$ cat src/design/touch_key_repeat_quadrature_emulator_assert.svh
// ----------------------------------------------------------------------------
// Touch key repeat assertion macros
// Shared concurrent assertion forms used by the touch key repeat design.
// ----------------------------------------------------------------------------
`ifndef TOUCH_KEY_REPEAT_QUADRATURE_EMULATOR_ASSERT_SVH
`define TOUCH_KEY_REPEAT_QUADRATURE_EMULATOR_ASSERT_SVH

// The consequent must hold in the same cycle as the antecedent.
`define TKRQE_ASSERT_SAME(lbl, clk, rst_n, ante, cons) \
    lbl: assert property (@(posedge clk) disable iff (!rst_n) (ante) |-> (cons)) \
        else $error("tkrqe assertion failed");

// The consequent must hold in the cycle after the antecedent.
`define TKRQE_ASSERT_NEXT(lbl, clk, rst_n, ante, cons) \
    lbl: assert property (@(posedge clk) disable iff (!rst_n) (ante) |=> (cons)) \
        else $error("tkrqe assertion failed");

`endif

$ cat src/design/tkrqe_pkg.sv
`timescale 1ns / 1ps
// ----------------------------------------------------------------------------
// Touch key repeat package
// Types, constants and the phase table shared by the touch key repeat block.
// ----------------------------------------------------------------------------
package tkrqe_pkg;

    localparam int COORD_W = 12;
    localparam int TIME_W  = 32;
    localparam int CFG_IDX_W = 4;
    localparam int PHASE_W = 3;

    localparam logic [TIME_W-1:0] PHASE_HOLD_MS  = 32'd10;
    localparam logic [TIME_W-1:0] FRESH_GAP_MS   = PHASE_HOLD_MS * 32'd5;
    localparam logic [TIME_W-1:0] SLOW_REPEAT_MS = 32'd250;
    localparam logic [TIME_W-1:0] FAST_REPEAT_MS = 32'd100;
    localparam logic [3:0]        FAST_AFTER     = 4'd10;
    localparam logic [3:0]        REPEAT_MAX     = 4'd15;

    localparam int QDEPTH = 4;
    localparam int QPTR_W = 2;
    localparam int QCNT_W = 3;

    localparam logic [CFG_IDX_W-1:0] REG_KEY_Y_LOW     = 4'd0;
    localparam logic [CFG_IDX_W-1:0] REG_KEY_Y_HIGH    = 4'd1;
    localparam logic [CFG_IDX_W-1:0] REG_LEFT_X_LOW    = 4'd2;
    localparam logic [CFG_IDX_W-1:0] REG_LEFT_X_HIGH   = 4'd3;
    localparam logic [CFG_IDX_W-1:0] REG_SELECT_X_LOW  = 4'd4;
    localparam logic [CFG_IDX_W-1:0] REG_SELECT_X_HIGH = 4'd5;
    localparam logic [CFG_IDX_W-1:0] REG_RIGHT_X_LOW   = 4'd6;
    localparam logic [CFG_IDX_W-1:0] REG_RIGHT_X_HIGH  = 4'd7;

    localparam logic [PHASE_W-1:0] PH_FIRST   = 3'd0;
    localparam logic [PHASE_W-1:0] PH_SEL_END = 3'd1;
    localparam logic [PHASE_W-1:0] PH_ENC_END = 3'd4;

    typedef enum logic [1:0] {
        KEY_IDLE  = 2'd0,
        KEY_LEFT  = 2'd1,
        KEY_SEL   = 2'd2,
        KEY_RIGHT = 2'd3
    } key_t;

    typedef struct packed {
        key_t kind;
        logic beep;
        logic skip;
    } cmd_t;

    typedef struct packed {
        logic enc_a;
        logic enc_b;
        logic btn_level;
        logic btn_driven;
        logic hold_phase;
        logic beep;
        logic skip_mode;
        logic last;
    } beat_t;

    typedef struct packed {
        logic full;
        logic empty;
    } q_status_t;

    function automatic beat_t phase_out(cmd_t c, logic [PHASE_W-1:0] idx);
        beat_t b;
        b.enc_a      = 1'b1;
        b.enc_b      = 1'b1;
        b.btn_level  = 1'b1;
        b.btn_driven = 1'b0;
        b.hold_phase = 1'b0;
        b.beep       = 1'b0;
        b.skip_mode  = c.skip;
        b.last       = 1'b1;
        case (c.kind)
            KEY_SEL:
            begin
                b.btn_driven = 1'b1;
                if (idx == PH_FIRST)
                begin
                    b.btn_level  = 1'b0;
                    b.hold_phase = 1'b1;
                    b.beep       = c.beep;
                    b.last       = 1'b0;
                end
            end
            KEY_LEFT, KEY_RIGHT:
            begin
                b.btn_driven = 1'b1;
                b.hold_phase = (idx != PH_ENC_END);
                b.beep       = c.beep && (idx == PH_FIRST);
                b.last       = (idx == PH_ENC_END);
                case (idx)
                    3'd1:
                    begin
                        b.enc_a = (c.kind == KEY_RIGHT);
                        b.enc_b = (c.kind == KEY_LEFT);
                    end
                    3'd2:
                    begin
                        b.enc_a = 1'b0;
                        b.enc_b = 1'b0;
                    end
                    3'd3:
                    begin
                        b.enc_a = (c.kind == KEY_LEFT);
                        b.enc_b = (c.kind == KEY_RIGHT);
                    end
                    default:
                    begin
                        b.enc_a = 1'b1;
                        b.enc_b = 1'b1;
                    end
                endcase
            end
            default:
            begin
                b.last = 1'b1;
            end
        endcase
        return b;
    endfunction

endpackage

$ cat src/design/tkrqe_front.sv
`timescale 1ns / 1ps
// ----------------------------------------------------------------------------
// Touch key repeat front end
// Holds the key boxes, hit-tests each sample, runs the repeat decision and
// pushes one command per accepted sample into the queue.
// ----------------------------------------------------------------------------
module tkrqe_front
(
    input  logic                                clk,
    input  logic                                rst_n,
    input  logic                                cfg_valid,
    output logic                                cfg_ready,
    input  logic [tkrqe_pkg::CFG_IDX_W-1:0]     cfg_index,
    input  logic [tkrqe_pkg::COORD_W-1:0]       cfg_data,
    input  logic                                in_valid,
    output logic                                in_ready,
    input  logic                                pen_down,
    input  logic [tkrqe_pkg::COORD_W-1:0]       touch_x,
    input  logic [tkrqe_pkg::COORD_W-1:0]       touch_y,
    input  logic [tkrqe_pkg::TIME_W-1:0]        now_ms,
    input  tkrqe_pkg::q_status_t                q_status,
    output logic                                push,
    output tkrqe_pkg::cmd_t                     push_cmd
);

    logic [tkrqe_pkg::COORD_W-1:0] y_low_reg, y_high_reg;
    logic [tkrqe_pkg::COORD_W-1:0] lx_low_reg, lx_high_reg;
    logic [tkrqe_pkg::COORD_W-1:0] sx_low_reg, sx_high_reg;
    logic [tkrqe_pkg::COORD_W-1:0] rx_low_reg, rx_high_reg;

    tkrqe_pkg::key_t               last_key_reg, last_key_next;
    logic [tkrqe_pkg::TIME_W-1:0]  last_touch_reg, last_touch_next;
    logic [tkrqe_pkg::TIME_W-1:0]  last_repeat_reg, last_repeat_next;
    logic [3:0]                    repeat_count_reg, repeat_count_next;
    logic                          skip_reg, skip_next;

    tkrqe_pkg::key_t               key_hit;
    logic                          y_in;
    logic [tkrqe_pkg::TIME_W-1:0]  gap;
    logic [tkrqe_pkg::TIME_W-1:0]  since;
    logic                          fire;
    logic                          beep;

    assign cfg_ready = 1'b1;
    assign in_ready  = !q_status.full;
    assign push      = in_valid && in_ready;

    always_ff @(posedge clk or negedge rst_n)
    begin
        if (!rst_n)
        begin
            y_low_reg   <= '0;
            y_high_reg  <= '0;
            lx_low_reg  <= '0;
            lx_high_reg <= '0;
            sx_low_reg  <= '0;
            sx_high_reg <= '0;
            rx_low_reg  <= '0;
            rx_high_reg <= '0;
        end
        else if (cfg_valid && cfg_ready)
        begin
            case (cfg_index)
                tkrqe_pkg::REG_KEY_Y_LOW:     y_low_reg   <= cfg_data;
                tkrqe_pkg::REG_KEY_Y_HIGH:    y_high_reg  <= cfg_data;
                tkrqe_pkg::REG_LEFT_X_LOW:    lx_low_reg  <= cfg_data;
                tkrqe_pkg::REG_LEFT_X_HIGH:   lx_high_reg <= cfg_data;
                tkrqe_pkg::REG_SELECT_X_LOW:  sx_low_reg  <= cfg_data;
                tkrqe_pkg::REG_SELECT_X_HIGH: sx_high_reg <= cfg_data;
                tkrqe_pkg::REG_RIGHT_X_LOW:   rx_low_reg  <= cfg_data;
                tkrqe_pkg::REG_RIGHT_X_HIGH:  rx_high_reg <= cfg_data;
                default:
                begin
                end
            endcase
        end
    end

    always_comb
    begin
        y_in = (touch_y > y_low_reg) && (touch_y < y_high_reg);
        if (y_in && (touch_x > lx_low_reg) && (touch_x < lx_high_reg))
            key_hit = tkrqe_pkg::KEY_LEFT;
        else if (y_in && (touch_x > sx_low_reg) && (touch_x < sx_high_reg))
            key_hit = tkrqe_pkg::KEY_SEL;
        else if (y_in && (touch_x > rx_low_reg) && (touch_x < rx_high_reg))
            key_hit = tkrqe_pkg::KEY_RIGHT;
        else
            key_hit = tkrqe_pkg::KEY_IDLE;

        gap   = now_ms - last_touch_reg;
        since = now_ms - last_repeat_reg;

        last_key_next     = last_key_reg;
        last_touch_next   = last_touch_reg;
        last_repeat_next  = last_repeat_reg;
        repeat_count_next = repeat_count_reg;
        skip_next         = skip_reg;
        fire              = 1'b0;
        beep              = 1'b0;

        if (!pen_down)
        begin
            skip_next = 1'b0;
        end
        else if (key_hit != tkrqe_pkg::KEY_IDLE)
        begin
            skip_next       = 1'b1;
            last_touch_next = now_ms;
            if ((key_hit != last_key_reg) || (gap >= tkrqe_pkg::FRESH_GAP_MS))
            begin
                last_key_next     = key_hit;
                repeat_count_next = '0;
                last_repeat_next  = now_ms;
                fire              = 1'b1;
                beep              = 1'b1;
            end
            else if ((repeat_count_reg >= tkrqe_pkg::FAST_AFTER) &&
                     (since > tkrqe_pkg::FAST_REPEAT_MS))
            begin
                last_repeat_next = now_ms;
                fire             = 1'b1;
            end
            else if (since > tkrqe_pkg::SLOW_REPEAT_MS)
            begin
                last_repeat_next = now_ms;
                if (repeat_count_reg != tkrqe_pkg::REPEAT_MAX)
                    repeat_count_next = repeat_count_reg + 4'd1;
                fire = 1'b1;
            end
        end

        push_cmd.kind = fire ? key_hit : tkrqe_pkg::KEY_IDLE;
        push_cmd.beep = beep;
        push_cmd.skip = skip_next;
    end

    always_ff @(posedge clk or negedge rst_n)
    begin
        if (!rst_n)
        begin
            last_key_reg     <= tkrqe_pkg::KEY_IDLE;
            last_touch_reg   <= '0;
            last_repeat_reg  <= '0;
            repeat_count_reg <= '0;
            skip_reg         <= 1'b0;
        end
        else if (push)
        begin
            last_key_reg     <= last_key_next;
            last_touch_reg   <= last_touch_next;
            last_repeat_reg  <= last_repeat_next;
            repeat_count_reg <= repeat_count_next;
            skip_reg         <= skip_next;
        end
    end

endmodule

$ cat src/design/tkrqe_queue.sv
`timescale 1ns / 1ps
// ----------------------------------------------------------------------------
// Touch key repeat command queue
// Small first-in first-out buffer of decided commands between the two ends.
// ----------------------------------------------------------------------------
`include "touch_key_repeat_quadrature_emulator_assert.svh"

module tkrqe_queue
(
    input  logic                  clk,
    input  logic                  rst_n,
    input  logic                  push,
    input  tkrqe_pkg::cmd_t       push_cmd,
    input  logic                  pop,
    output tkrqe_pkg::cmd_t       head,
    output tkrqe_pkg::q_status_t  q_status
);

    tkrqe_pkg::cmd_t                  mem_reg [tkrqe_pkg::QDEPTH];
    logic [tkrqe_pkg::QPTR_W-1:0]     wr_ptr_reg;
    logic [tkrqe_pkg::QPTR_W-1:0]     rd_ptr_reg;
    logic [tkrqe_pkg::QCNT_W-1:0]     count_reg, count_next;

    assign head           = mem_reg[rd_ptr_reg];
    assign q_status.full  = (count_reg == tkrqe_pkg::QCNT_W'(tkrqe_pkg::QDEPTH));
    assign q_status.empty = (count_reg == '0);

    always_comb
    begin
        count_next = count_reg;
        if (push && !pop)
            count_next = count_reg + 1'b1;
        else if (pop && !push)
            count_next = count_reg - 1'b1;
    end

    always_ff @(posedge clk)
    begin
        if (push)
            mem_reg[wr_ptr_reg] <= push_cmd;
    end

    always_ff @(posedge clk or negedge rst_n)
    begin
        if (!rst_n)
        begin
            wr_ptr_reg <= '0;
            rd_ptr_reg <= '0;
            count_reg  <= '0;
        end
        else
        begin
            if (push)
                wr_ptr_reg <= wr_ptr_reg + 1'b1;
            if (pop)
                rd_ptr_reg <= rd_ptr_reg + 1'b1;
            count_reg <= count_next;
        end
    end

    `TKRQE_ASSERT_SAME(a_no_push_full, clk, rst_n, push, !q_status.full)
    `TKRQE_ASSERT_SAME(a_no_pop_empty, clk, rst_n, pop, !q_status.empty)
    `TKRQE_ASSERT_NEXT(a_count_up, clk, rst_n, push && !pop, count_reg == $past(count_reg) + 1'b1)

endmodule

$ cat src/design/tkrqe_back.sv
`timescale 1ns / 1ps
// ----------------------------------------------------------------------------
// Touch key repeat back end
// Expands the queue head into its pin phases, one beat per cycle while the
// queue is not empty and out_ready allows, through an output register.
// ----------------------------------------------------------------------------
module tkrqe_back
(
    input  logic                  clk,
    input  logic                  rst_n,
    input  tkrqe_pkg::cmd_t       head,
    input  tkrqe_pkg::q_status_t  q_status,
    output logic                  pop,
    output logic                  out_valid,
    input  logic                  out_ready,
    output tkrqe_pkg::beat_t      beat
);

    logic [tkrqe_pkg::PHASE_W-1:0] phase_reg, phase_next;
    logic                          out_valid_reg, out_valid_next;
    tkrqe_pkg::beat_t              beat_reg;
    tkrqe_pkg::beat_t              beat_now;
    logic                          advance;
    logic                          emit;

    assign out_valid = out_valid_reg;
    assign beat      = beat_reg;

    always_comb
    begin
        advance        = !out_valid_reg || out_ready;
        emit           = advance && !q_status.empty;
        beat_now       = tkrqe_pkg::phase_out(head, phase_reg);
        pop            = emit && beat_now.last;
        phase_next     = phase_reg;
        out_valid_next = out_valid_reg;
        if (emit)
        begin
            out_valid_next = 1'b1;
            phase_next     = beat_now.last ? tkrqe_pkg::PH_FIRST : phase_reg + 1'b1;
        end
        else if (advance)
        begin
            out_valid_next = 1'b0;
        end
    end

    always_ff @(posedge clk)
    begin
        if (emit)
            beat_reg <= beat_now;
    end

    always_ff @(posedge clk or negedge rst_n)
    begin
        if (!rst_n)
        begin
            phase_reg     <= tkrqe_pkg::PH_FIRST;
            out_valid_reg <= 1'b0;
        end
        else
        begin
            phase_reg     <= phase_next;
            out_valid_reg <= out_valid_next;
        end
    end

endmodule

$ cat src/design/touch_key_repeat_quadrature_emulator.sv
`timescale 1ns / 1ps
// ----------------------------------------------------------------------------
// Touch key repeat with quadrature encoder emulation
// Top level: front end, command queue and phase back end.
// ----------------------------------------------------------------------------
// A touch sample is accepted whenever the four-entry command queue has
// room, and each sample yields one, two or five result beats: a rest beat,
// a select pulse or five Gray-code encoder phases. The back end emits one
// beat per cycle from its output register while out_ready does not stall
// it. Configuration writes are taken in every cycle.
// ----------------------------------------------------------------------------
module touch_key_repeat_quadrature_emulator
(
    input  logic                                clk,
    input  logic                                rst_n,
    input  logic                                cfg_valid,
    output logic                                cfg_ready,
    input  logic [tkrqe_pkg::CFG_IDX_W-1:0]     cfg_index,
    input  logic [tkrqe_pkg::COORD_W-1:0]       cfg_data,
    input  logic                                in_valid,
    output logic                                in_ready,
    input  logic                                pen_down,
    input  logic [tkrqe_pkg::COORD_W-1:0]       touch_x,
    input  logic [tkrqe_pkg::COORD_W-1:0]       touch_y,
    input  logic [tkrqe_pkg::TIME_W-1:0]        now_ms,
    output logic                                out_valid,
    input  logic                                out_ready,
    output logic                                enc_a,
    output logic                                enc_b,
    output logic                                btn_level,
    output logic                                btn_driven,
    output logic                                hold_phase,
    output logic                                beep,
    output logic                                skip_mode,
    output logic                                last
);

    logic                  push;
    tkrqe_pkg::cmd_t       push_cmd;
    logic                  pop;
    tkrqe_pkg::cmd_t       head;
    tkrqe_pkg::q_status_t  q_status;
    tkrqe_pkg::beat_t      beat;

    tkrqe_front u_front
    (
        .clk       (clk),
        .rst_n     (rst_n),
        .cfg_valid (cfg_valid),
        .cfg_ready (cfg_ready),
        .cfg_index (cfg_index),
        .cfg_data  (cfg_data),
        .in_valid  (in_valid),
        .in_ready  (in_ready),
        .pen_down  (pen_down),
        .touch_x   (touch_x),
        .touch_y   (touch_y),
        .now_ms    (now_ms),
        .q_status  (q_status),
        .push      (push),
        .push_cmd  (push_cmd)
    );

    tkrqe_queue u_queue
    (
        .clk      (clk),
        .rst_n    (rst_n),
        .push     (push),
        .push_cmd (push_cmd),
        .pop      (pop),
        .head     (head),
        .q_status (q_status)
    );

    tkrqe_back u_back
    (
        .clk       (clk),
        .rst_n     (rst_n),
        .head      (head),
        .q_status  (q_status),
        .pop       (pop),
        .out_valid (out_valid),
        .out_ready (out_ready),
        .beat      (beat)
    );

    assign enc_a      = beat.enc_a;
    assign enc_b      = beat.enc_b;
    assign btn_level  = beat.btn_level;
    assign btn_driven = beat.btn_driven;
    assign hold_phase = beat.hold_phase;
    assign beep       = beat.beep;
    assign skip_mode  = beat.skip_mode;
    assign last       = beat.last;

endmodule
$ cat config.mk
export PLATFORM = sky130hd
export DESIGN_NAME = touch_key_repeat_quadrature_emulator
export DESIGN_NICKNAME = d
export VERILOG_FILES = /design/src/design/tkrqe_pkg.sv /design/src/design/tkrqe_front.sv /design/src/design/tkrqe_queue.sv /design/src/design/tkrqe_back.sv /design/src/design/touch_key_repeat_quadrature_emulator.sv
export VERILOG_INCLUDE_DIRS = /design/src /design/src/design
export SDC_FILE = /design/constraint.sdc
export NUM_CORES = 1
export LEC_CHECK = 0
export BUFFER_PORTS_ARGS = -buffer_cell sky130_fd_sc_hd__buf_4
export CAP_MARGIN = 20
export CORE_ASPECT_RATIO = 1.1
export CORE_MARGIN = 4
export CORE_UTILIZATION = 30
export CTS_CLUSTER_SIZE = 30
export DETAILED_ROUTE_END_ITERATION = 12
export GPL_TIMING_DRIVEN = 1
export PLACE_DENSITY_LB_ADDON = 0.2
export RECOVER_POWER = 25
export SYNTH_ARGS = -nofsm -noshare
export SYNTH_HDL_FRONTEND = slang
export SYNTH_SLANG_ARGS = --single-unit
$ cat constraint.sdc
create_clock -name clk -period 6.5 [get_ports clk]
set_clock_uncertainty 0.05 [all_clocks]
set_input_delay 0 -clock clk [delete_from_list [all_inputs] [get_ports clk]]
set_output_delay 0 -clock clk [all_outputs]
set_load 0.01 [all_outputs]
==> flow_summary.toml <==
[run_status]
status = "finished with violations"
violations = "max-capacitance violations, max-slew violations"

[finish]
postLayoutCoreUtil_pct = 36.0
diodes = 0
stdcell_area_mm2 = 0.0168
instances_no_fill = 2285
drive_gt1_share_pct = 14.0
layout.nets = 1917
synthToLayoutAreaGrowth_pct = 18.5

[place]
io_buffers = 87
gp_congestion = 0.886
placed_area_mm2 = 0.0155
dp_hpwl_um = 28600
placed_cells = 2182

[route]
routed_wirelength_um = 37500
drt_iter0_markers = 627
drc_errors = 0
postRouteAntennaNets = 0
via_per_inst = 5.04
post_drt_wl_per_cell_um = 16.4
via_count = 11510
firstDrtPassIters = 4

[global_route]
grt_pass1_vias = 11735
grt_use_total_pct = 14.7
overflow = 0
grt_max_degree = 78
antenna_found_initial = 0
grt_pass1_wl_um = 61900

[synth]
syn_area_mm2 = 0.0142
synth.avg_cell_area_um2 = 9.26
synth_top_cell_by_area = "dfrtp_1"
synth_nets = 1782
synth_top_family_by_area = "compound AO/OA/AOI/OAI gates"
ys_types = 76
synth-xor-area-share_pct = 2.40
synth_common_cells = "184 x inv_1, 178 x dfrtp_1, 166 x ha_1"
seq_area_frac_synth_pct = 36.4
synth_seq_cells = 202
ys.flop_type = "dfrtp_1"
synth-edff-count = 24
synthCells = 1535
synth-adder-area-share_pct = 15.0
synth_simple_gate_area_share_pct = 13.8
synth_most_common_cell = "inv_1"
synth_top_area_share_pct = 31.3
ys_async_sr_fraction_pct = 88.1
yosys-top-cells-area = "dfrtp_1 31%, ha_1 15%, o21ai_0 5.1%"
ys.warnings.count = 0
synth_compound_area_share_pct = 16.5
synth_mux_area_share_pct = 9.40

[sta]
timing_hold_violations_final = 0
relSlewSlack_pct = -190
setup_violations = 0
layout_worst_path_cycle_share_pct = 75.2
fin_crit_ps = 4890
slew_violations = 78
worst_pin_slew_ps = 4350
rsz0062_at_grt = "false"
holdWs_ps = 189
fmax_mhz = 205
finalSetupTns_ps = 0

[cts]
ctsRootBufferMaster = "clkbuf_16"
cts_tree = "built"
cts_sinks = 202
postCtsSetupBuffers = 0
clock_path_buffers = 3
clock_latency_ps = 560
cts.clk_slew.worst_paths_ps = 60
h-tree-depth = 1
cts_made_buffers = 27

[worst_hold_path]
worstHoldStart = "now_ms[17]"
min_path_type = "input port to flip-flop"

[worst_setup_path]
worstSetupEndpointType = "flip-flop"
crit_start = "u_front.last_touch_reg[0]"
worstPathArrival_ps = 5280
reg2reg_from = "u_front.last_touch_reg[0]"
required_ps = 6890
path_class = "flip-flop to flip-flop"
startpoint_type = "flip-flop"
worstPathMaxFanout = 32

[die]
core.rowCount = 83
pin_count = 89
die_y_um = 236
start_util_pct = 30.4
core_mm2 = 0.0467
die_area_mm2 = 0.0510
die_w_um = 216

[power]
irDropWorstVdd_mv = 0.193
p_leak_uw = 0.00766
p_per_area_mw_per_mm2 = 408

[job]
max-cap-violations = 1
==> critical path, stage by stage, from the launching register on <==
cell and delay (ps):
dfrtp_1 350, ha_1 180, inv_1 60, fa_1 420
a21o_1 210, a311o_1 410, nand4_1 110, o211ai_1 140
a211oi_1 370, mux2_2 410, a2111oi_4 190, nand4_1 160
or4b_4 610, o21ai_4 140, buf_4 530, mux2_2 400
==> power by group <==
group	switching, µW	internal (µW)
Combinational	2010	1480
Sequential	197	1730
Clock	585	869
==> cells in the final DEF, fill, tap and decap left out, drive strengths merged, types with 5 or more instances in the layout <==
cell type and count:
nand2 165, nor2 76, nor4 7, mux2 90, xnor2 21, and4 5
mux2i 12, nand2b 14, a211oi 25, and3 9, inv 185, dlygate4sd3 54
nand4 44, nand3 21, a2111oi 8, o21ai 152, xor2 18, nand3b 5
clkbuf 37, a31oi 10, nor3 19, edfxtp 24, or3 5, o2111ai 5
o221ai 5, buf 90, nor3b 6, o21bai 5, clkinv 15, ha 166
nor2b 14, o211ai 19, dfrtp 178, o21a 11, a21o 19, a21oi 95
==> area by class of cell <==
class / instances / area (µm²)
Fill cell: 4793 / 29900
Multi-Input combinational cell: 1105 / 8130
Sequential cell: 202 / 5170
Timing Repair Buffer: 150 / 1240
Tap cell: 595 / 744
Clock buffer: 31 / 721
Inverter: 184 / 691
Clock inverter: 18 / 145
==> metal layers <==
metal / track usage (%) / share of wire, % / up-vias
met5: 0 / 0 / -
met3: 1.82 / 3.6 / 55
met4: 3.67 / 2.4 / 0
met1: 19.7 / 47 / 5508
met2: 25.3 / 47 / 201
li1: - / - / 5746
==> worst paths after layout <==
kind / endpoint / slack (ps) / depth (start not counted)
worst min-delay path: u_front.last_touch_reg[17] / 190 / 4
min in group asynchronous: u_front.last_repeat_reg[3] / 1500 / 2
worst min register to register: u_queue.count_reg[2] / 440 / 1
worst max-delay path: u_front.last_repeat_reg[0] / 1610 / 15
max in group asynchronous: u_front.rx_high_reg[6] / 2370 / 3
worst max register to register: u_front.last_repeat_reg[0] / 1610 / 15
==> per-stage QoR <==
stage / total power, µW / worst slack, ps
after global routing: 7490 / 1150
after floorplan: 4520 / 2270
final: 6880 / 1610
after global placement: 5370 / 1670
after detailed placement: 5400 / 1600
after CTS: 6950 / 1560
==> logic make-up (layout without fill, tap and decap cells) <==
logic type               after synthesis  count (layout)
other                                  1               1
adder cells (fa/ha/maj)              169             169
multiplexers                         106             106
buffers and inverters                228             383
AND/OR/NAND/NOR                      407             407
flip-flops                           202             202
AO/OA/AOI/OAI                        383             383
XOR/XNOR                              39              39
==> what timing repair did <==
item / 4_1_cts / 5_1_grt
gates resized for setup: 0 / 0
hold buffers: 54 / 0
hold endpoints to repair: 269 / 0
Note: power is estimated with default switching activity, not from simulation.
